### src/rtl/core/pdcs_pkg.sv
`default_nettype none
// ---------------------------------------------------------------------------
// pdcs_pkg: shared types and constants of the definition scanner
// Scan modes, the handoff record between the front and back parts, and
// byte class helpers.
// ---------------------------------------------------------------------------
package pdcs_pkg;

  typedef enum logic [3:0] {
    M_START     = 4'd0,
    M_SKIP      = 4'd1,
    M_QUOTE     = 4'd2,
    M_QOPEN     = 4'd3,
    M_KW_CLASS  = 4'd4,
    M_KW_DEF    = 4'd5,
    M_WS_CLASS  = 4'd6,
    M_WS_DEF    = 4'd7,
    M_BUF_CLASS = 4'd8,
    M_BUF_DEF   = 4'd9
  } scan_mode_t;

  typedef enum logic [0:0] {
    B_IDLE = 1'b0,
    B_EMIT = 1'b1
  } back_state_t;

  localparam int unsigned LEN_W = 7;
  localparam int unsigned OUT_LINE_W = 24;

  // One found definition, passed from the front part to the back part.
  typedef struct packed {
    logic                  cls;
    logic [LEN_W-1:0]      len;
    logic [OUT_LINE_W-1:0] line;
  } job_t;

  function automatic logic is_blank(input logic [7:0] b);
    return b == 8'd32 || b == 8'd9 || b == 8'd13 || b == 8'd12 || b == 8'd11;
  endfunction

  function automatic logic is_word(input logic [7:0] b);
    return (b >= 8'h30 && b <= 8'h39) || (b >= 8'h41 && b <= 8'h5a) ||
           (b >= 8'h61 && b <= 8'h7a) || b == 8'h5f;
  endfunction

  function automatic logic is_allowed(input logic [7:0] b);
    return is_word(b) || is_blank(b) || b == 8'h28 || b == 8'h29 ||
           b == 8'h2c || b == 8'h3d;
  endfunction

endpackage
`default_nettype wire

### src/rtl/core/pdcs_back.sv
`default_nettype none
// ---------------------------------------------------------------------------
// pdcs_back: name emitter
// Takes a job from the queue and reads the name out of the line store one
// character per beat.
// ---------------------------------------------------------------------------
module pdcs_back #(
  parameter int unsigned MAX_LINE = 64
) (
  input  wire logic                   clk,
  input  wire logic                   rst,
  input  wire logic                   job_valid,
  input  pdcs_pkg::job_t              job,
  output logic                        job_ready,
  output logic [$clog2(MAX_LINE)-1:0] raddr,
  input  wire logic [7:0]             rdata,
  output logic                        out_valid,
  input  wire logic                   out_ready,
  output logic [7:0]                  name_char,
  output logic                        char_valid,
  output logic                        is_class,
  output logic [23:0]                 start_line,
  output logic                        last_char
);
  localparam int unsigned AW = $clog2(MAX_LINE);

  pdcs_pkg::back_state_t state, state_next;
  pdcs_pkg::job_t        cur;
  logic [pdcs_pkg::LEN_W-1:0] idx, idx_next;
  logic                  rd_ok;
  logic                  take;

  assign take = job_valid && job_ready;

  always_comb begin
    state_next = state;
    case (state)
      pdcs_pkg::B_IDLE: if (job_valid) state_next = pdcs_pkg::B_EMIT;
      pdcs_pkg::B_EMIT: if (out_valid && out_ready && last_char)
                          state_next = pdcs_pkg::B_IDLE;
      default: state_next = pdcs_pkg::B_IDLE;
    endcase
  end

  always_comb begin
    job_ready = (state == pdcs_pkg::B_IDLE);
    idx_next = idx;
    if (take) begin
      idx_next = '0;
    end else if (out_valid && out_ready) begin
      idx_next = idx + 1'b1;
    end
    raddr = idx_next[AW-1:0];
  end

  always_ff @(posedge clk) begin
    if (rst) begin
      state <= pdcs_pkg::B_IDLE;
      rd_ok <= 1'b0;
    end else begin
      state <= state_next;
      rd_ok <= (state_next == pdcs_pkg::B_EMIT);
    end
  end

  always_ff @(posedge clk) begin
    idx <= idx_next;
    if (take) begin
      cur <= job;
    end
  end

  assign out_valid = (state == pdcs_pkg::B_EMIT) && rd_ok;
  assign char_valid = (cur.len != '0);
  assign name_char = char_valid ? rdata : 8'd0;
  assign is_class = cur.cls;
  assign start_line = cur.line;
  assign last_char = (cur.len == '0) || (idx + 1'b1 == cur.len);

  a_last_ends: assert property (@(posedge clk) disable iff (rst)
    out_valid && out_ready && last_char |=> state == pdcs_pkg::B_IDLE)
    else $error("emitter did not return to idle after last beat");
  a_idx_bound: assert property (@(posedge clk) disable iff (rst)
    out_valid && char_valid |-> idx < cur.len)
    else $error("read index past name length");
  a_no_take_busy: assert property (@(posedge clk) disable iff (rst)
    state == pdcs_pkg::B_EMIT |-> !job_ready)
    else $error("job taken while emitting");
endmodule
`default_nettype wire

### config.mk
export PLATFORM = sky130hd
export DESIGN_NAME = pdcs_back
export DESIGN_NICKNAME = d
export VERILOG_FILES = /design/src/rtl/core/pdcs_pkg.sv /design/src/rtl/core/pdcs_back.sv
export SDC_FILE = /design/constraint.sdc
export NUM_CORES = 1
export LEC_CHECK = 0
export BUFFER_PORTS_ARGS = -buffer_cell sky130_fd_sc_hd__buf_2
export CORE_MARGIN = 10
export CORE_UTILIZATION = 40
export CTS_CLUSTER_SIZE = 24
export DETAILED_ROUTE_END_ITERATION = 12
export HOLD_SLACK_MARGIN = 0.08
export PLACE_DENSITY = 0.71
export SYNTH_ARGS = -nofsm -noshare
export SYNTH_HDL_FRONTEND = slang
export SYNTH_SLANG_ARGS = --single-unit
### constraint.sdc
create_clock -name clk -period 5.1 [get_ports clk]
set_input_delay 0.765 -clock clk [delete_from_list [all_inputs] [get_ports clk]]
set_output_delay 0.765 -clock clk [all_outputs]
set_load 0.02 [all_outputs]
==> out/metrics.cfg <==
[floorplan]
die-area_mm2=0.00741
core-area_mm2=0.00412
fp.dieH_um=86.1
io_pins=87
placementRows=23
initial_core_util_pct=42.4
dieWidth_um=86.1

[cts]
cts_tree=done
cts_hold_buf=0
cts_buffer_depth=2
cts_setup_buffers=0
clkLatencyLatePin_ns=0.29
clk_pin_slew_ns=0.08
ctsResizeCount=0
cts.sinks=40
numCtsBuffers=5
cts-htree-levels=2
clockRootBuffer=clkbuf_8

[synth]
async_reset_ff_share_pct=0
synth_seq_cells=40
synth-simple-area-share_pct=11.3
synth_ff_type=edfxtp_1
ys_warn_count=0
netlist_instances=136
synth_fa_ha_area_share_pct=0.717
ys_seq_area_share_pct=64.2
synth-compound-area-share_pct=3.44
syn_area_per_cell_um2=12.8
ys_types=28
synth_edf_count=32
syn_area_mm2=0.00175
synth_xor_area_share_pct=7.53
synth_nets=181
synth_top_family_by_area=buffers and inverters
synthMuxAreaShare_pct=1.22

[pwr]
leakagePower_nw=0.915
p_per_area_mw_per_mm2=335
irDropWorstVdd_uv=168
p_total_uw=724

[timing]
relSlewSlack_pct=66.5
setup_viol=0
rsz0062_at_grt=no
fin_ws_ns=2.21
final_max_slew_viol_count=0
finalCritPeriodShare_pct=56.6
worst_pin_slew_ns=0.501
finalCriticalPeriod_ns=2.89
fmaxAchievable_mhz=346
setup-tns-final_ns=0
hold_viol=0
skew_ns=0.00557

[global_routing]
grt-ovfl-total=0
grt.total_usage_pct=10.1
grt_max_degree=33
grt_pass1_vias=1200
antenna_found_initial=0
grt_first_pass_wirelength_um=5970

[cells_and_area]
num-fill-cells=370
drive_above_1_share_pct=47.3
regArea_mm2=0.00112
multi_input_area_um2=425
fin_nets=247
final_util_pct=52.5
area_growth_pct=23.9
layout_common_cells=buf_2, edfxtp_1, nand2_1
finalNonFillerCells=253
final_common_cell=buf_2
n_antenna_cell=0

[worst_setup_path]
critPathKind=flip-flop to primary output
worstPathRequired_ns=4.34
critPathLaunchType=flip-flop
worstPathArrival_ns=2.12
end_kind=primary output
worstPathMaxFanout=7

[drt]
avgViaCountPerCell=4.58
dr.first_iter.drc_count=23
drc=0
wl_per_cell_um=15.7
first_pass_iters=4
finalWirelength_um=3970
vias=1159
ant_nets=0

[job]
maxCapViolations=0

[run_status]
status=finished, final reports clean

[place]
dp_hpwl_um=3200
port_buffers=86
gp_congestion=0.775
dp.cells=245
pre_cts_ws_ns=2.54

[min_path]
hold_path.class=flip-flop to flip-flop

-- kinds of logic (layout without fill, tap and decap cells) --
logic type,after synthesis,in the layout
DFF,40,40
and+or+nand+nor,39,39
buffers and inverters,29,96
xor gates and xnor gates,15,15
AOI/OAI and AO/OA,10,10
muxes,2,2
adders and majority gates,1,1
-- power by group --
group,switching [mW],internal (mW),total (mW)
sequential,0.00960,0.372,0.382
clock,0.108,0.145,0.253
combinational,0.0526,0.0358,0.0885
-- area by class of cell --
class	instances	share of cell area, %
Sequential cell	40	51.9
Timing Repair Buffer	87	20.3
Multi-Input combinational cell	67	19.7
Clock buffer	5	3.18
Tap cell	50	2.89
Clock inverter	3	1.97
Inverter	1	0.174
-- metrics by stage --
step                      cell area (µm²)  hold WS [ns]
after floorplan                      1750         0.522
after global placement               2050         0.524
after detailed placement             2050         0.533
after CTS                            2160         0.555
after global routing                 2160         0.574
final                                2160         0.548
-- final timing paths --
| check | slack (ns) | to | startpoint | cells after the start |
|---|---|---|---|---|
| hold reg to reg | 0.55 | idx[5] | idx[5] | 2 |
| setup / recovery | 2.21 | last_char | idx[0] | 7 |
| hold / removal | 0.55 | idx[5] | idx[5] | 2 |
| setup reg to reg | 3.28 | rd_ok | idx[0] | 6 |
-- layer usage --
layer | routed length, µm | vias to the layer above | GRT usage, %
li1 | - | 580 | -
met1 | 1660 | 513 | 11.3
met2 | 1810 | 63 | 15.3
met3 | 466 | 3 | 6.43
met4 | 29 | 0 | 3.14
met5 | 0 | - | 0
-- state kept, by name, summed over array words and instances, names as in the netlist --
| signal | flops |
|---|---|
| rd_ok | 1 |
| cur | 7 |
| idx | 7 |
| start_line | 24 |
| is_class | 1 |
-- cell usage after synthesis, drive strengths merged, types with 2 or more instances --
cell type	n	area, µm²
and2	8	50.1
buf	26	190
clkbuf	2	7.51
dfxtp	8	160
edfxtp	32	961
nand2	13	48.8
nand3	3	15.0
nand4	2	12.5
nor2	4	15.0
nor3	3	15.0
nor4	2	12.5
o21ai	6	30.0
xnor2	7	61.3
xor2	8	70.1
-- critical path: stages (launching register included) --
cell,delay [ns]
dfxtp_1,0.47
ha_1,0.28
nand3_1,0.15
or2_1,0.30
xor2_1,0.15
o2111ai_1,0.23
nand2_1,0.08
buf_2,0.17
Note: power is estimated with default switching activity, not from simulation.
