**src/rtl/core/pdcs_pkg.sv**
```systemverilog
`default_nettype none
// ---------------------------------------------------------------------------
// pdcs_pkg: shared types and constants of the definition scanner
// Scan modes, the handoff record between the front and back parts, and
// byte class helpers.
// ---------------------------------------------------------------------------
package pdcs_pkg;

  typedef enum logic [3:0] {
    M_START     = 4'd0,
    M_SKIP      = 4'd1,
    M_QUOTE     = 4'd2,
    M_QOPEN     = 4'd3,
    M_KW_CLASS  = 4'd4,
    M_KW_DEF    = 4'd5,
    M_WS_CLASS  = 4'd6,
    M_WS_DEF    = 4'd7,
    M_BUF_CLASS = 4'd8,
    M_BUF_DEF   = 4'd9
  } scan_mode_t;

  typedef enum logic [0:0] {
    B_IDLE = 1'b0,
    B_EMIT = 1'b1
  } back_state_t;

  localparam int unsigned LEN_W = 7;
  localparam int unsigned OUT_LINE_W = 24;

  // One found definition, passed from the front part to the back part.
  typedef struct packed {
    logic                  cls;
    logic [LEN_W-1:0]      len;
    logic [OUT_LINE_W-1:0] line;
  } job_t;

  function automatic logic is_blank(input logic [7:0] b);
    return b == 8'd32 || b == 8'd9 || b == 8'd13 || b == 8'd12 || b == 8'd11;
  endfunction

  function automatic logic is_word(input logic [7:0] b);
    return (b >= 8'h30 && b <= 8'h39) || (b >= 8'h41 && b <= 8'h5a) ||
           (b >= 8'h61 && b <= 8'h7a) || b == 8'h5f;
  endfunction

  function automatic logic is_allowed(input logic [7:0] b);
    return is_word(b) || is_blank(b) || b == 8'h28 || b == 8'h29 ||
           b == 8'h2c || b == 8'h3d;
  endfunction

endpackage
`default_nettype wire

```
**src/rtl/core/pdcs_front.sv**
```systemverilog
`default_nettype none
// ---------------------------------------------------------------------------
// pdcs_front: line scanner
// Tracks lines, quotes and keywords, writes candidate lines into the line
// store, and posts a job when a line is accepted.
// ---------------------------------------------------------------------------
module pdcs_front #(
  parameter int unsigned MAX_LINE  = 64,
  parameter int unsigned LINE_BITS = 24
) (
  input  wire logic                        clk,
  input  wire logic                        rst,
  input  wire logic                        in_valid,
  output logic                             in_ready,
  input  wire logic [7:0]                  in_byte,
  input  wire logic                        in_eot,
  output logic                             job_valid,
  output pdcs_pkg::job_t                   job,
  input  wire logic                        job_ready,
  output logic                             we,
  output logic [$clog2(MAX_LINE)-1:0]      waddr,
  output logic [7:0]                       wdata
);
  localparam int unsigned AW = $clog2(MAX_LINE);
  localparam int unsigned OLW = pdcs_pkg::OUT_LINE_W;
  localparam logic [LINE_BITS-1:0] LINE_TOP = {LINE_BITS{1'b1}};

  pdcs_pkg::scan_mode_t scan_mode, scan_mode_next;
  logic [2:0]             kw, kw_next;
  logic [1:0]             quote_run, quote_run_next;
  logic [LINE_BITS-1:0]   line_counter, line_counter_next;
  logic [pdcs_pkg::LEN_W-1:0] line_fill, line_fill_next;
  logic [pdcs_pkg::LEN_W-1:0] word_end_pos, word_end_pos_next;
  logic [pdcs_pkg::LEN_W-1:0] colon_pos, colon_pos_next;
  logic                   colon_seen, colon_seen_next;
  logic [LINE_BITS-1:0]   def_line, def_line_next;
  logic                   fire, emit;
  logic [pdcs_pkg::LEN_W-1:0] len;
  logic                   cls;

  assign fire = in_valid && in_ready;

  always_comb begin
    logic [7:0] b;
    logic       inc;
    logic       buf_now;
    logic [pdcs_pkg::LEN_W-1:0] i;
    b = in_byte;
    inc = 1'b0;
    buf_now = 1'b0;
    scan_mode_next = scan_mode;
    kw_next = kw;
    quote_run_next = quote_run;
    line_fill_next = line_fill;
    word_end_pos_next = word_end_pos;
    colon_pos_next = colon_pos;
    colon_seen_next = colon_seen;
    def_line_next = def_line;
    emit = 1'b0;
    we = 1'b0;
    i = line_fill;
    case (scan_mode)
      pdcs_pkg::M_START: begin
        if (b == 8'd10) begin
          inc = 1'b1;
        end else if (pdcs_pkg::is_blank(b)) begin
          scan_mode_next = pdcs_pkg::M_START;
        end else if (b == 8'h22) begin
          scan_mode_next = pdcs_pkg::M_QOPEN;
          quote_run_next = 2'd1;
        end else if (b == 8'h63) begin
          scan_mode_next = pdcs_pkg::M_KW_CLASS;
          kw_next = 3'd1;
        end else if (b == 8'h64) begin
          scan_mode_next = pdcs_pkg::M_KW_DEF;
          kw_next = 3'd1;
        end else begin
          scan_mode_next = pdcs_pkg::M_SKIP;
        end
      end
      pdcs_pkg::M_SKIP: begin
        if (b == 8'd10) begin
          inc = 1'b1;
          scan_mode_next = pdcs_pkg::M_START;
        end
      end
      pdcs_pkg::M_QUOTE: begin
        if (b == 8'h22) begin
          if (quote_run >= 2'd2) begin
            quote_run_next = 2'd0;
            scan_mode_next = pdcs_pkg::M_START;
          end else begin
            quote_run_next = quote_run + 2'd1;
          end
        end else begin
          quote_run_next = 2'd0;
          inc = (b == 8'd10);
        end
      end
      pdcs_pkg::M_QOPEN: begin
        if (b == 8'h22) begin
          if (quote_run >= 2'd2) begin
            quote_run_next = 2'd0;
            scan_mode_next = pdcs_pkg::M_QUOTE;
          end else begin
            quote_run_next = quote_run + 2'd1;
          end
        end else begin
          quote_run_next = 2'd0;
          inc = (b == 8'd10);
          scan_mode_next = (b == 8'd10) ? pdcs_pkg::M_START : pdcs_pkg::M_SKIP;
        end
      end
      pdcs_pkg::M_KW_CLASS, pdcs_pkg::M_KW_DEF: begin
        logic       c;
        logic [7:0] exp_b;
        c = (scan_mode == pdcs_pkg::M_KW_CLASS);
        case (kw)
          3'd1:    exp_b = c ? 8'h6c : 8'h65;
          3'd2:    exp_b = c ? 8'h61 : 8'h66;
          3'd3:    exp_b = 8'h73;
          default: exp_b = 8'h73;
        endcase
        if (kw >= (c ? 3'd5 : 3'd3)) begin
          kw_next = 3'd0;
          if (pdcs_pkg::is_blank(b)) begin
            scan_mode_next = c ? pdcs_pkg::M_WS_CLASS : pdcs_pkg::M_WS_DEF;
          end else begin
            inc = (b == 8'd10);
            scan_mode_next = (b == 8'd10) ? pdcs_pkg::M_START : pdcs_pkg::M_SKIP;
          end
        end else if (b == exp_b) begin
          kw_next = kw + 3'd1;
        end else begin
          kw_next = 3'd0;
          inc = (b == 8'd10);
          scan_mode_next = (b == 8'd10) ? pdcs_pkg::M_START : pdcs_pkg::M_SKIP;
        end
      end
      pdcs_pkg::M_WS_CLASS, pdcs_pkg::M_WS_DEF: begin
        if (pdcs_pkg::is_blank(b)) begin
          scan_mode_next = scan_mode;
        end else if (b == 8'd10) begin
          inc = 1'b1;
          scan_mode_next = pdcs_pkg::M_START;
        end else begin
          scan_mode_next = (scan_mode == pdcs_pkg::M_WS_CLASS) ?
                           pdcs_pkg::M_BUF_CLASS : pdcs_pkg::M_BUF_DEF;
          i = '0;
          word_end_pos_next = '0;
          colon_pos_next = '0;
          colon_seen_next = 1'b0;
          kw_next = 3'd0;
          def_line_next = line_counter;
          buf_now = 1'b1;
        end
      end
      pdcs_pkg::M_BUF_CLASS, pdcs_pkg::M_BUF_DEF: begin
        if (b == 8'd10) begin
          emit = colon_seen;
          inc = 1'b1;
          scan_mode_next = pdcs_pkg::M_START;
        end else begin
          buf_now = 1'b1;
        end
      end
      default: scan_mode_next = pdcs_pkg::M_START;
    endcase
    if (buf_now) begin
      if (32'(i) + 32'd1 >= MAX_LINE) begin
        scan_mode_next = pdcs_pkg::M_SKIP;
      end else begin
        we = 1'b1;
        line_fill_next = i + 1'b1;
        if (!colon_seen_next) begin
          logic go;
          go = 1'b1;
          if (kw_next == 3'd0) begin
            if (pdcs_pkg::is_word(b)) begin
              go = 1'b0;
            end else begin
              kw_next = 3'd1;
              word_end_pos_next = i;
            end
          end
          if (go && !pdcs_pkg::is_allowed(b)) begin
            if (b == 8'h3a) begin
              colon_seen_next = 1'b1;
              colon_pos_next = i;
            end else begin
              scan_mode_next = pdcs_pkg::M_SKIP;
            end
          end
        end
      end
    end
    if (in_eot && (scan_mode_next == pdcs_pkg::M_BUF_CLASS ||
                   scan_mode_next == pdcs_pkg::M_BUF_DEF)) begin
      emit = colon_seen_next;
    end
    cls = (scan_mode_next == pdcs_pkg::M_BUF_CLASS) ||
          (scan_mode == pdcs_pkg::M_BUF_CLASS && b == 8'd10);
    len = cls ? word_end_pos_next : colon_pos_next;
    if (32'(len) > MAX_LINE - 1) begin
      len = pdcs_pkg::LEN_W'(MAX_LINE - 1);
    end
    line_counter_next = (inc && line_counter < LINE_TOP) ?
                        line_counter + 1'b1 : line_counter;
    waddr = i[AW-1:0];
    wdata = b;
  end

  // The store holds one line, so the scanner only moves while the queue
  // and the back part can take a new job.
  assign in_ready = job_ready;
  assign job_valid = in_valid && emit;
  assign job.cls = cls;
  assign job.len = len;
  assign job.line = OLW'(def_line_next);

  always_ff @(posedge clk) begin
    if (rst || (fire && in_eot)) begin
      scan_mode <= pdcs_pkg::M_START;
      kw <= 3'd0;
      quote_run <= 2'd0;
      line_counter <= LINE_BITS'(1);
      line_fill <= '0;
      word_end_pos <= '0;
      colon_pos <= '0;
      colon_seen <= 1'b0;
      def_line <= '0;
    end else if (fire) begin
      scan_mode <= scan_mode_next;
      kw <= kw_next;
      quote_run <= quote_run_next;
      line_counter <= line_counter_next;
      line_fill <= line_fill_next;
      word_end_pos <= word_end_pos_next;
      colon_pos <= colon_pos_next;
      colon_seen <= colon_seen_next;
      def_line <= def_line_next;
    end
  end
endmodule
`default_nettype wire

```
**config.mk**
```make
export PLATFORM = sky130hd
export DESIGN_NAME = pdcs_front
export DESIGN_NICKNAME = d
export VERILOG_FILES = /design/src/rtl/core/pdcs_pkg.sv /design/src/rtl/core/pdcs_front.sv
export SDC_FILE = /design/constraint.sdc
export NUM_CORES = 1
export LEC_CHECK = 0
export ABC_AREA = 1
export BUFFER_PORTS_ARGS = -buffer_cell sky130_fd_sc_hd__buf_2
export CORE_MARGIN = 3
export CORE_UTILIZATION = 50
export CTS_CLUSTER_DIAMETER = 50
export DETAILED_ROUTE_END_ITERATION = 6
export PLACE_DENSITY = 0.81
export SLEW_MARGIN = 20
export SYNTH_ARGS = -nofsm -noshare
export SYNTH_HDL_FRONTEND = slang
export SYNTH_SLANG_ARGS = --single-unit
```
**constraint.sdc**
```tcl
create_clock -name clk -period 4.3 [get_ports clk]
set_input_delay 0.43 -clock clk [delete_from_list [all_inputs] [get_ports clk]]
set_output_delay 0.43 -clock clk [all_outputs]
set_load 0.02 [all_outputs]
```
==> results.yml <==
run_status:
  status: "completed"
detailed_routing:
  wl_per_cell_um: 13.1
  drt_iter0_markers: 475
  vias: 5790
  routed_wl_um: 14300
  dr.pass1.iters: 5
  final_antenna_net_count: 0
  via_per_inst: 5.30
  drc: 0
pwr:
  power.share.switching: 0.319
  clockPowerShare: 0.328
  power-per-cell-area_nw_per_um2: 268
  power_leakage_nw: 2.94
  sequentialPowerShare: 0.483
  power.switching_mw: 0.512
  share_comb_of_total_power: 0.189
  total_power_mw: 1.60
  ir_worst_vdd_v: 0.000228
  p_int_mw: 1.09
timing:
  tightestPinTransition_ns: 0.887
  skew_ns: 0.00791
  fin_crit_ns: 3.91
  fin_tns_setup_ns: 0
  min_period_over_period: 0.910
  maxSlewHeadroom: 0.408
  finalHoldViolCount: 0
  drv_slew: 0
  rsz0062_at_grt: "false"
  setup_viol: 0
  clock.fmax_mhz: 256
cells_and_area:
  layout-drive-gt1-share: 0.126
  diodes: 0
  fill_cells: 1033
  fin_util: 0.570
  final_common_cell: "nand2_1"
  area_growth_pct: 9.19
  final_area_sq_um: 5990
  nets: 972
  final_cell_mix: "nand2_1, inv_1, nor2_1"
setup_path:
  cp_max_fo: 11
  r2r_start: "scan_mode[2]"
  required_ns: 3.87
  cp.arrival_ns: 3.48
  endpoint_kind: "primary output"
  cp-start-kind: "input pin"
  startpoint: "in_byte[7]"
  path_class: "in -> out"
logic_synthesis:
  syn_area_sq_um: 5490
  ys_types: 50
  yosysWarnings: 0
  synth_flop_cell: "dfxtp_1"
  synth_edf_count: 0
  ys_seq_elements: 79
  synth_fp_nets: 934
  syn_inst: 915
  async_flop_share: 0
  postSynthAreaPerCell_sq_um: 6.00
  synth.yosys.seq_area_share: 0.288
floorplanning:
  core_sq_um: 10500
  fp.dieH_um: 111
  initial_core_util: 0.522
  dieWidth_um: 111
  ios: 62
  die_area_sq_um: 12300
  rows: 37
placement:
  finalWeightedCongestion: 0.926
  io_buffers: 60
  post-dp-hpwl_um: 10400
  post_dp_cell_area_sq_um: 5810
cts:
  post_cts_resize_count: 0
  tritoncts: "yes"
  clkSlewWorstSetupHoldPaths_ns: 0.08
  clockRootBuffer: "clkbuf_8"
  cts_htree_levels: 3
  cts.path.max_buffers: 2
  cts-buffers-inserted: 9
  cts_hold_buf: 0
  cts_setup_buffers: 0
  cts.sinks: 79
  insertion_delay_ns: 0.36
min_path:
  hold_start: "quote_run[0]"
  hold_path.class: "reg -> reg"
grt:
  gr-total-overflow: 0
  grt_max_degree: 55
  antenna_found_initial: 0
  grtUsageTotal: 0.231
  grt_pass1_wl_um: 24100
  grt_pass1_vias: 5185
job:
  maxCapViolCount: 0
-- state kept, by name, indices dropped and copies added (netlist names) --
register      cells
def_line         24
line_counter     24
colon_pos         7
line_fill         7
word_end_pos      7
scan_mode         4
kw                3
quote_run         2
colon_seen        1
-- final timing paths --
path	endpoint	slack, ns	cells after the start
worst min-delay path	quote_run[0]	0.49	2
worst max-delay path	job[25]	0.39	20
worst min register to register	quote_run[0]	0.49	2
worst max register to register	colon_pos[4]	1.26	17
-- power by group through the flow --
stage	logic (mW)	registers (mW)	clock network, mW
after global placement	0.298	0.791	0
after floorplan	0.229	0.787	0
after detailed placement	0.299	0.792	0
after CTS	0.301	0.775	0.535
final	0.303	0.775	0.526
after global routing	0.341	0.779	0.567
-- final cells by class --
class                   instances  area [sq um]  share of cell area
clock buffers                  11           151              0.0253
clock inverters                 4          30.0             0.00501
inverters                     146           548              0.0914
multi-input cells             651          3170               0.528
flip-flops and latches         79          1580               0.264
well taps                     136           170              0.0284
repair buffers                 66           345              0.0576
-- synth_stat cells, types with 12 or more instances --
master / count / area, sq um
inv_1: 136 / 510
o21ai_0: 94 / 470
buf_4: 12 / 90.1
clkbuf_1: 21 / 78.8
nor3_1: 21 / 105
a21oi_1: 49 / 245
nand4_1: 16 / 100
nand3_1: 49 / 245
o21ai_1: 16 / 80.1
dfxtp_1: 79 / 1580
nor2_1: 115 / 432
nand2_1: 213 / 800
-- layer usage --
metal / vias to the layer above / wire (um) / track usage
met1: 2549 / 6300 / 0.293
met2: 215 / 6760 / 0.398
met4: 0 / 280 / 0.0632
met5: - / 0 / 0
li1: 2997 / - / -
met3: 29 / 987 / 0.0497
-- stage by stage --
stage / setup WS (ns) / instances / hold slack, ns
floorplan: 0.517 / 915 / 0.436
finish: 0.386 / 1093 / 0.487
detailed placement: 0.315 / 1078 / 0.475
global placement: 0.481 / 1078 / 0.452
global route: 0.0692 / 1093 / 0.520
CTS: 0.304 / 1093 / 0.486
-- cell families (layout without fill, tap and decap cells) --
family | Yosys count | count (layout) | share of synthesized area
adder cells (fa/ha/maj) | 6 | 6 | 0.0137
other | 1 | 1 | 0.000683
AO/OA/AOI/OAI | 187 | 187 | 0.188
XOR/XNOR | 8 | 8 | 0.0128
buffers and inverters | 185 | 227 | 0.138
AND/OR/NAND/NOR | 449 | 449 | 0.359
flip-flops | 79 | 79 | 0.288
-- critical path, cell delays in order --
cell	delay (ns)
buf_2	0.11
inv_1	0.06
nand2_1	0.09
nor2_2	0.25
nand2_4	0.16
nand4_4	0.15
inv_2	0.04
nor2_1	0.21
ha_1	0.24
nand2_1	0.05
nand3b_1	0.26
o21ai_2	0.22
nand3_4	0.15
nor2_4	0.24
nand2_1	0.14
o21a_1	0.22
nand2_1	0.07
nand2_2	0.11
nand3_1	0.11
buf_2	0.16
Power figures use the tool's default switching activity.
