<file path="src/rtl/core/pdcs_ram.sv">
`default_nettype none
// ---------------------------------------------------------------------------
// pdcs_ram: generic single-write, single-read RAM
// Read data is registered.
// ---------------------------------------------------------------------------
module pdcs_ram #(
  parameter int unsigned WIDTH = 8,
  parameter int unsigned DEPTH = 64
) (
  input  wire logic                     clk,
  input  wire logic                     we,
  input  wire logic [$clog2(DEPTH)-1:0] waddr,
  input  wire logic [WIDTH-1:0]         wdata,
  input  wire logic [$clog2(DEPTH)-1:0] raddr,
  output logic      [WIDTH-1:0]         rdata
);
  logic [WIDTH-1:0] mem [DEPTH];

  always_ff @(posedge clk) begin
    if (we) begin
      mem[waddr] <= wdata;
    end
    rdata <= mem[raddr];
  end
endmodule
`default_nettype wire

</file>
<file path="config.mk">
export PLATFORM = sky130hd
export DESIGN_NAME = pdcs_ram
export DESIGN_NICKNAME = d
export VERILOG_FILES = /design/src/rtl/core/pdcs_ram.sv
export SDC_FILE = /design/constraint.sdc
export NUM_CORES = 1
export LEC_CHECK = 0
export ABC_AREA = 1
export BUFFER_PORTS_ARGS = -buffer_cell sky130_fd_sc_hd__buf_2
export CELL_PAD_IN_SITES_DETAIL_PLACEMENT = 1
export CELL_PAD_IN_SITES_GLOBAL_PLACEMENT = 1
export CORE_ASPECT_RATIO = 1.25
export CORE_MARGIN = 2
export CORE_UTILIZATION = 55
export DETAILED_ROUTE_END_ITERATION = 8
export GPL_TIMING_DRIVEN = 1
export MAX_ROUTING_LAYER = met4
export PLACE_DENSITY = 0.84
export SYNTH_ARGS = -nofsm -noshare
export SYNTH_HDL_FRONTEND = slang
export SYNTH_SLANG_ARGS = --single-unit
</file>
<file path="constraint.sdc">
create_clock -name clk -period 6.2 [get_ports clk]
set_input_delay 1.24 -clock clk [delete_from_list [all_inputs] [get_ports clk]]
set_output_delay 1.24 -clock clk [all_outputs]
set_load 0.02 [all_outputs]
</file>
==> results of run 1 <==
[worst max-delay path by stage]
stage | start | end | slack (ps) | cells after the start
final | raddr[0] | rdata[2] | 2400 | 11
after global routing | raddr[0] | rdata[2] | 2290 | 11
after CTS | raddr[0] | rdata[2] | 2390 | 11
after detailed placement | raddr[0] | rdata[2] | 1980 | 11
after global placement | raddr[0] | rdata[1] | 2140 | 11
after floorplan | we | mem[48][0] | 3190 | 3
[layer usage]
layer	track usage [%]	routed length, µm	up-vias
met5	-	0	-
li1	-	-	6347
met4	14.5	2680	0
met2	54.2	31900	717
met3	5.26	4540	182
met1	38.0	23000	7385
[synthesized netlist by cell type, drive strengths merged]
library cell and n:
nand2 648, edfxtp 512, nand3 439, buf 98
nor2 56, clkbuf 15, inv 12, nand4 9
dfxtp 8, nor4 8
[cell families (layout without fill, tap and decap cells)]
kind of cell,Yosys count,count (layout),share of synthesized area [%]
and+or+nand+nor,1160,1160,23.2
other,0,5,0
buffers and inverters,125,160,4.02
DFF,520,520,72.8
[critical path: stages]
cell and delay [ps]:
clkbuf_8 440, inv_6 770, buf_12 430, nand2_1 150
nand3_1 150, nand3_1 140, nand2_1 130, nand2_1 70
nand3_1 220, nand3_1 280, nand2_1 200
[state kept, by name, indices dropped and copies added, names as in the netlist]
name   cells
mem      512
rdata      8
[power by group]
part / total, µW / internal [µW] / switching (µW)
combinational: 478 / 106 / 372
sequential: 3900 / 3890 / 10.8
clock: 3130 / 1800 / 1330
total: 7500 / 5800 / 1710
[per-stage QoR]
| stage | total power, µW | hold WS, ps | utilization (%) |
|---|---|---|---|
| final | 7500 | 872 | 60.8 |
| after global placement | 4410 | 788 | 56.3 |
| after detailed placement | 4440 | 824 | 56.3 |
| after CTS | 7520 | 871 | 60.7 |
| after floorplan | 4250 | 722 | - |
| after global routing | 7670 | 964 | 60.7 |
[cell type report]
cell class	count	area, µm²	share of cell area, %
sequential	520	15500	66.9
multi-input combinational	1160	4950	21.3
clock buffer	57	1340	5.77
tap	492	616	2.65
timing repair buffer	56	404	1.74
clock inverter	35	324	1.39
inverter	12	52.6	0.226
antenna	5	12.5	0.0539
==> impl_results.md, run 1 <==
* # IOs at 30
* Max Freq at 0.263 GHz
* First-pass GRT wire length at 95,100 µm
* Cells after synthesis at 1,805
* Synth area leaders: edfxtp_1, nand2_1, nand3_1
* CP Capture Type: flip-flop
* Post-synth top area share at 72.0%
* Std cell rows at 80
* Overflow after GRT at 0
* Slew Limit Fails at 0
* Initial DRC Count at 1,733
* Via-to-Cell Ratio at 6.26
* Post-DP Area at 0.0215 mm²
* Clock root buffer: clkbuf_16
* RSZ-0062 raised after global routing: false
* CTS H-Tree Depth at 2
* Setup bufs post-CTS at 0
* Clock slew at reported path FFs at 70 ps
* Final hold violations at 0
* Hold endpoint: rdata[7]
* CP Class: input pin to flip-flop
* Detail Placement HPWL at 34,800 µm
* Synth Area per Inst at 11.8 µm²
* Core Area at 0.0382 mm²
* CP Data Required Time at 6720 ps
* DRT antenna net count at 0
* Drc violations at 0
* Library cells used by synthesis at 16
* CP Launch Type: input pin
* Nets at 1,823
* Clock sink total at 520
* Sequential fraction of the synthesis area at 72.8%
* Max Cap Viol at 0
* WL per Instance at 26.6 µm
* Setup TNS at 0 ps
* Worst R2R Start: mem[17][2]
* Rel. slew slack at 25.4%
* Status: finished clean
* R2r endpoint: rdata[2]
* Hold_buf cts at 0
* Vias in the first global route at 15,808
* Slack of the worst reg-to-reg path at 4400 ps
* Worst Path Arrival at 4320 ps
* Area Overhead vs Synth at 8.87%
* Vias at 14,631
* Post-layout instance area at 0.0232 mm²
* CTS tree: yes
* Routability cong. at 0.821
* First-pass DRT Iterations at 6
* PD cells at 323 mW/mm²
* Placed instance count at 2,239
* WHS Path Cells at 8
* CTS resizes at 0
* Initial antenna violation count at 3
* Crit Path Max Fanout at 137
* Slew @ Worst Pin at 1120 ps
* FF+latch count, synth at 520
* Final Skew at 23.5 ps
* Clock Latency Late Sink at 590 ps
* Mapped Nets at 1,827
* Die Span X at 180 µm
* Share of cells above drive strength 1 at 7.23%
* Most common cell after layout, fill and taps aside: nand2_1
* Largest net degree at the start of global routing at 138
* Final Setup Violations at 0
* Cell taking the most area after synthesis: edfxtp_1
* Dpl ws at 1980 ps
* I/O Buffers at 29
* Reg2Reg Depth at 8
* Worst Hold Launch: mem[52][7]
* Post-Synthesis Cell Area at 0.0213 mm²
* Synthesis Warnings at 0
* Die ar. at 0.0404 mm²
* Max clock buf depth at 3
* Post-route setup slack at 2400 ps
* Fin crit share at 61.3%
* Min Tclk post-route at 3800 ps
* Most frequent cells in the layout: nand2_1, edfxtp_1, nand3_1, nor2_1, clkbuf_16
* Initial Utilization at 55.8%
* Hold/Removal Path Class: flip-flop to flip-flop
* Finished Layout Cells at 2,337
* Routed WL at 62,200 µm
* GRT Util Overall at 32.1%
* CTS buffer count at 51
* Filler Cells Inserted at 3,844
* IR drop worst, VDD at 0.000243 V
* Pleak at 0.00834 µW
* Die H at 224 µm
No activity file was read; power rests on OpenSTA's default activity.
==> run 2: changes to the inputs <==
==> config.mk (replaced) <==
export PLATFORM = sky130hd
export DESIGN_NAME = pdcs_ram
export DESIGN_NICKNAME = d
export VERILOG_FILES = /design/src/rtl/core/pdcs_ram.sv
export SDC_FILE = /design/constraint.sdc
export NUM_CORES = 1
export LEC_CHECK = 0
export ABC_AREA = 0
export BUFFER_PORTS_ARGS = -buffer_cell sky130_fd_sc_hd__buf_2
export CELL_PAD_IN_SITES_DETAIL_PLACEMENT = 1
export CELL_PAD_IN_SITES_GLOBAL_PLACEMENT = 1
export CORE_ASPECT_RATIO = 1.25
export CORE_MARGIN = 2
export CORE_UTILIZATION = 56
export DETAILED_ROUTE_END_ITERATION = 8
export GPL_TIMING_DRIVEN = 1
export MAX_ROUTING_LAYER = met4
export PLACE_DENSITY = 0.79
export SYNTH_ARGS = -nofsm -noshare
export SYNTH_HDL_FRONTEND = slang
export SYNTH_SLANG_ARGS = --single-unit
==> constraint.sdc (replaced) <==
create_clock -name clk -period 3.7 [get_ports clk]
set_input_delay 0.74 -clock clk [delete_from_list [all_inputs] [get_ports clk]]
set_output_delay 0.74 -clock clk [all_outputs]
set_load 0.02 [all_outputs]
==> impl_results.md, run 2 <==
* Status: finished clean
* First-pass DRT Iterations at 5 (-1)
* Hold_buf cts at 0 (unchanged)
* Rel. slew slack at 11.8% (-14 points)
* Initial Utilization at 56.9% (+1.1 points)
* Setup bufs post-CTS at 0 (unchanged)
* Setup TNS at 0 ps (unchanged)
* Max Freq at 0.379 GHz
* RSZ-0062 raised after global routing: false
* CTS tree: yes
* Clock Latency Late Sink at 560 ps (-30 ps)
* First-pass GRT wire length at 72,300 µm (-24%)
* Post-Synthesis Cell Area at 0.0202 mm² (-5.5%)
* Area Overhead vs Synth at 13.4%
* EDFF count, synth at 512 (unchanged)
* Initial DRC Count at 1,143 (-34%)
* CP Launch Type: input pin
* Synth Area per Inst at 21.5 µm² (+81%)
* Worst Path Arrival at 3050 ps (-1270 ps)
* CP Data Required Time at 4110 ps (-2610 ps)
* FF+latch count, synth at 520 (unchanged)
* Pleak at 0.00728 µW (-13%)
* Top reg by flops: mem
* Max Cap Viol at 0 (unchanged)
* Commonest cells in the netlist: edfxtp_1, mux4_2, nor2_1
* Slew Limit Fails at 0 (unchanged)
* Total power at 12,400 µW (+65%)
* Largest register FFs at 512 (unchanged)
* # IOs at 30 (unchanged)
* IR drop worst, VDD at 0.000431 V (+77%)
* Vias in the first global route at 10,540 (-33%)
* Final hold violations at 0 (unchanged)
* Synth area leaders: edfxtp_1, mux4_2, nor2_1
* Largest net degree at the start of global routing at 65 (-53%)
* Drc violations at 0 (unchanged)
* Max clock buf depth at 3 (unchanged)
* CTS resizes at 0 (unchanged)
* Most common cell after layout, fill and taps aside: edfxtp_1
* Overflow after GRT at 0 (unchanged)
* FF/Latch Area at 0.0155 mm² (unchanged)
* Sequential fraction of the synthesis area at 77.0% (+4.2 points)
* Library cells used by synthesis at 40 (+24)
* Ys async rst share at 0% (unchanged)
* Clock sink total at 520 (unchanged)
* Initial antenna violation count at 1 (-2)
* Core Area at 0.0355 mm² (-7.3%)
* Fin crit share at 71.4%
* Largest registers: mem (512), rdata (8)
* Filler Cells Inserted at 2,914 (-24%)
* Die ar. at 0.0376 mm² (-7.0%)
* Count leader, synth: edfxtp_1
* Crit Path Max Fanout at 32 (-77%)
* Final Skew at 15.7 ps (-7.80 ps)
* Via-to-Cell Ratio at 6.44 (+2.8%)
* CP Capture Type: flip-flop
* CTS H-Tree Depth at 2 (unchanged)
* Main synth FF type: edfxtp_1
* Vias at 10,010 (-32%)
* Final worst hold slack at 664 ps (-208 ps)
* Final Setup Violations at 0 (unchanged)
* WL per Instance at 31.8 µm (+19%)
* Die H at 216 µm (-3.6%)
* Hold/Removal Path Class: input pin to flip-flop
* Multi-input logic area at 0.00432 mm² (-13%)
* Routed WL at 49,400 µm (-21%)
* PD cells at 541 mW/mm² (+68%)
* Share of cells above drive strength 1 at 29.0% (+22 points)
* Cell taking the most area after synthesis: edfxtp_1
* Clock root buffer: clkbuf_16
* DRT antenna net count at 0 (unchanged)
* Routability cong. at 0.806 (-1.9%)
* Detail Placement HPWL at 30,400 µm (-13%)
* Std cell rows at 77 (-3.8%)
* Post-synth top area share at 76.2% (+4.2 points)
* Min Tclk post-route at 2640 ps
* Clock slew at reported path FFs at 70 ps (about the same)
* Slew @ Worst Pin at 1320 ps (+204 ps)
* Synthesis Warnings at 0 (unchanged)
* Most frequent cells in the layout: edfxtp_1, mux4_2, nor2_1, buf_4, clkbuf_16
* Mapped Nets at 962 (-47%)
* Cells after synthesis at 940 (-48%)
* Die Span X at 174 µm (-3.6%)
* CTS buffer count at 47 (-7.8%)
* CP Class: input pin to flip-flop
* I/O Buffers at 29 (unchanged)
* Nets at 1,064 (-42%)
* GRT Util Overall at 27.7% (-4.4 points)
-- run 2: through the flow --
step / util [%] / cell area [µm²] / instances / setup slack (ps)
floorplan: - / 20200 / 940 / 1290
global placement: 59.8 / 21200 / 1467 / 481
detailed placement: 59.8 / 21200 / 1467 / 457
CTS: 64.5 / 22900 / 1554 / 1030
global route: 64.5 / 22900 / 1555 / 958
finish: 64.5 / 22900 / 1555 / 1060
-- run 2: layer usage --
metal / wire (µm) / vias to the layer above / GRT usage (%)
li1: - / 4122 / -
met1: 19300 / 5325 / 36.7
met2: 25500 / 469 / 45.8
met3: 3270 / 94 / 3.75
met4: 1340 / 0 / 8.24
met5: 0 / - / -
-- run 2: layout make-up --
class	count	share of cell area, %
sequential	520	67.9
timing repair buffer	104	3.38
multi-input combinational	369	18.9
clock buffer	59	5.53
clock inverter	28	1.69
antenna	1	0.0109
tap	474	2.59
-- run 2: cell families after synthesis --
logic type      count (synthesis)  synth area share (%)
simple gates                  153                  3.39
flops                         520                  77.0
buf+inv                        51                  1.57
compound gates                 54                  2.07
mux                           162                  15.9
-- run 2: report_power, final --
group          internal [µW]  switching (µW)  leakage [µW]
Clock                   3120            2080      0.000803
Sequential              6520            19.7       0.00467
Combinational            238             405       0.00180
Total                   9880            2500       0.00728
-- run 2: worst max-delay path, cell delays in order --
cell and delay, ps:
buf_4 440, buf_4 430, mux4_2 360, nor2b_1 150
a2111oi_0 560, buf_4 230, o41ai_1 100
-- run 2: worst paths after layout --
kind / from / to / slack [ps] / depth (start not counted)
worst max-delay path: raddr[1] / rdata[5] / 1060 / 7
worst min-delay path: raddr[5] / rdata[4] / 660 / 3
worst max register to register: mem[55][6] / rdata[6] / 1670 / 4
worst min register to register: mem[26][4] / rdata[4] / 820 / 3
==> run 3: changes to the inputs <==
--- a/config.mk
+++ b/config.mk
@@ -11,11 +11,11 @@
 export CELL_PAD_IN_SITES_GLOBAL_PLACEMENT = 1
 export CORE_ASPECT_RATIO = 1.25
 export CORE_MARGIN = 2
-export CORE_UTILIZATION = 56
+export CORE_UTILIZATION = 50
 export DETAILED_ROUTE_END_ITERATION = 8
 export GPL_TIMING_DRIVEN = 1
 export MAX_ROUTING_LAYER = met4
-export PLACE_DENSITY = 0.79
+export PLACE_DENSITY = 0.75
 export SYNTH_ARGS = -nofsm -noshare
 export SYNTH_HDL_FRONTEND = slang
 export SYNTH_SLANG_ARGS = --single-unit
==> constraint.sdc (replaced) <==
create_clock -name clk -period 2.1 [get_ports clk]
set_input_delay 0.42 -clock clk [delete_from_list [all_inputs] [get_ports clk]]
set_output_delay 0.42 -clock clk [all_outputs]
set_load 0.02 [all_outputs]
==> impl_results.md, run 3 (synthesis gave the netlist of run 2 again) <==
* Status: finished clean
* Fin crit share at 99.0%
* R2r endpoint: rdata[4]
* Met2 Usage GRT at 44.4% (-1.4 points)
* Final core utilization at 59.1% (-5.4 points)
* Final Setup Violations at 0 (unchanged)
* Reg2Reg Depth at 5 (+1)
* Clock root buffer: clkbuf_16
* Final hold violations at 0 (unchanged)
* Clock slew at reported path FFs at 70 ps (about the same)
* Die ar. at 0.0420 mm² (+12%)
* CP Class: flip-flop to flip-flop
* Final worst hold slack at 355 ps (-309 ps)
* Crit path launch: mem[21][4]
* PD cells at 906 mW/mm² (+67%)
* Std cell rows at 82 (+6.5%)
* Hold/Removal Path Class: input pin to flip-flop
* Top reg by flops: mem
* First-pass GRT wire length at 76,400 µm (+5.6%)
* Gr busiest metal: met2
* Hold_buf cts at 0 (unchanged)
* CTS H-Tree Depth at 2 (unchanged)
* WL per Instance at 31.1 µm (-2.3%)
* Largest registers: mem (512), rdata (8)
* Routing usage on met1 at 31.8% (-4.8 points)
* Share of cells above drive strength 1 at 34.6% (+5.7 points)
* Critical path, cell by cell: mux4_2 -> mux2_2 -> o221a_2 -> nor3_1 -> o32ai_1
* CP Capture Type: flip-flop
* Via-to-Cell Ratio at 6.23 (-3.3%)
* Vias in the first global route at 11,307 (+7.3%)
* GRT Util Overall at 26.4% (-1.3 points)
* Min Tclk post-route at 2080 ps
* Detail Placement HPWL at 33,400 µm (+9.8%)
* Pleak at 0.00773 µW (+6.2%)
* RSZ-0062 raised after global routing: false
* Vias at 10,417 (+4.1%)
* Slack of the worst reg-to-reg path at 20 ps (-1650 ps)
* Slew Limit Fails at 0 (unchanged)
* DRT antenna net count at 0 (unchanged)
* Initial DRC Count at 1,221 (+6.8%)
* Crit-path max cell delay at 520 ps (-40 ps)
* Max Cap Viol at 0 (unchanged)
* Routability cong. at 0.841 (+4.3%)
* Slew @ Worst Pin at 1270 ps (-51.8 ps)
* Clock sink total at 520 (unchanged)
* Drc violations at 0 (unchanged)
* CP max stage cell: mux4_2
* Largest register FFs at 512 (unchanged)
* IR drop worst, VDD at 0.000553 V (+28%)
* Worst Path Arrival at 2520 ps (-530 ps)
* Met3 Usage GRT at 4.27% (+0.52 points)
* Crit Path Max Fanout at 1 (-97%)
* Core Area at 0.0399 mm² (+13%)
* CTS tree: yes
* Setup bufs post-CTS at 0 (unchanged)
* Initial antenna violation count at 0 (-1)
* Initial Utilization at 50.5% (-6.4 points)
* Most common cell after layout, fill and taps aside: edfxtp_1
* Max Freq at 0.481 GHz
* Nets at 1,159 (+8.9%)
* Largest net degree at the start of global routing at 65 (unchanged)
* Max clock buf depth at 3 (unchanged)
* # IOs at 30 (unchanged)
* CP Launch Type: flip-flop
* Die H at 229 µm (+5.7%)
* Routed WL at 52,000 µm (+5.1%)
* CTS buffer count at 47 (unchanged)
* Critical Path Sink: rdata[4]
* Area Overhead vs Synth at 17.0%
* Rel. slew slack at 15.3% (+3.5 points)
* Overflow after GRT at 0 (unchanged)
* CP Data Required Time at 2540 ps (-1570 ps)
* Most frequent cells in the layout: edfxtp_1, buf_4, mux4_2, nor2_1, clkbuf_16
* Die Span X at 184 µm (+5.7%)
* Worst R2R Start: mem[21][4]
* # diodes at 0 (-1)
* CTS resizes at 3 (+3)
* Clock Latency Late Sink at 570 ps (about the same)
* I/O Buffers at 29 (unchanged)
* Total power at 21,400 µW (+73%)
* First-pass DRT Iterations at 5 (unchanged)
* Final Skew at 22.9 ps (+7.19 ps)
==> run 3: changes by cell type in the layout (fill, tap and decap cells not counted), sizes merged <==
cell,before,now
inv,0,1
clkinv,17,13
clkbuf,60,62
diode,1,0
buf,103,198
bufinv,10,5
==> run 3: cell type report <==
type,count,area [µm²]
clock buffers,61,1300
clock inverters,20,221
fillers,3383,16300
multi-input cells,369,4330
flip-flops and latches,520,15500
well taps,504,631
repair buffers,199,1590
==> run 3: worst max-delay path, delay by kind of cell, from the launching register on <==
| kind | cells | cell delay (ps) |
|---|---|---|
| flops | 1 | 380 |
| compound gates | 2 | 420 |
| simple gates | 1 | 340 |
| mux | 2 | 810 |
==> run 3: how the worst min path moves through the flow <==
| stage | from | end | slack, ps | cells after the start |
|---|---|---|---|---|
| floorplan | wdata[0] | mem[0][0] | 520 | 0 |
| global placement | mem[23][2] | rdata[2] | 790 | 4 |
| detailed placement | mem[18][2] | rdata[2] | 820 | 4 |
| CTS | raddr[5] | rdata[1] | 320 | 3 |
| global route | wdata[3] | mem[20][3] | 370 | 2 |
| finish | wdata[3] | mem[20][3] | 360 | 2 |
==> run 3: where the power goes <==
part | total [µW] | internal, µW | leakage, µW | switching, µW
clock network | 8590 | 4960 | 0.000743 | 3630
registers | 11500 | 11500 | 0.00467 | 38.9
logic | 1270 | 520 | 0.00231 | 752
total | 21400 | 17000 | 0.00773 | 4430
==> run 3: through the flow <==
stage / setup slack [ps] / TNS (ps) / instance area, µm² / instances
after floorplan: 12.3 / 0 / 20200 / 940
after global placement: -670 / -3450 / 22100 / 1592
after detailed placement: -750 / -3710 / 22100 / 1592
after CTS: 45.5 / 0 / 23600 / 1673
after global routing: 17.0 / 0 / 23600 / 1673
final: 20.4 / 0 / 23600 / 1673
==> run 3: metal layers <==
metal  up-vias  wire [µm]
met5         -          0
met4         0       2240
met3       119       3610
met2       470      27200
met1      5523      19000
li1       4305          -
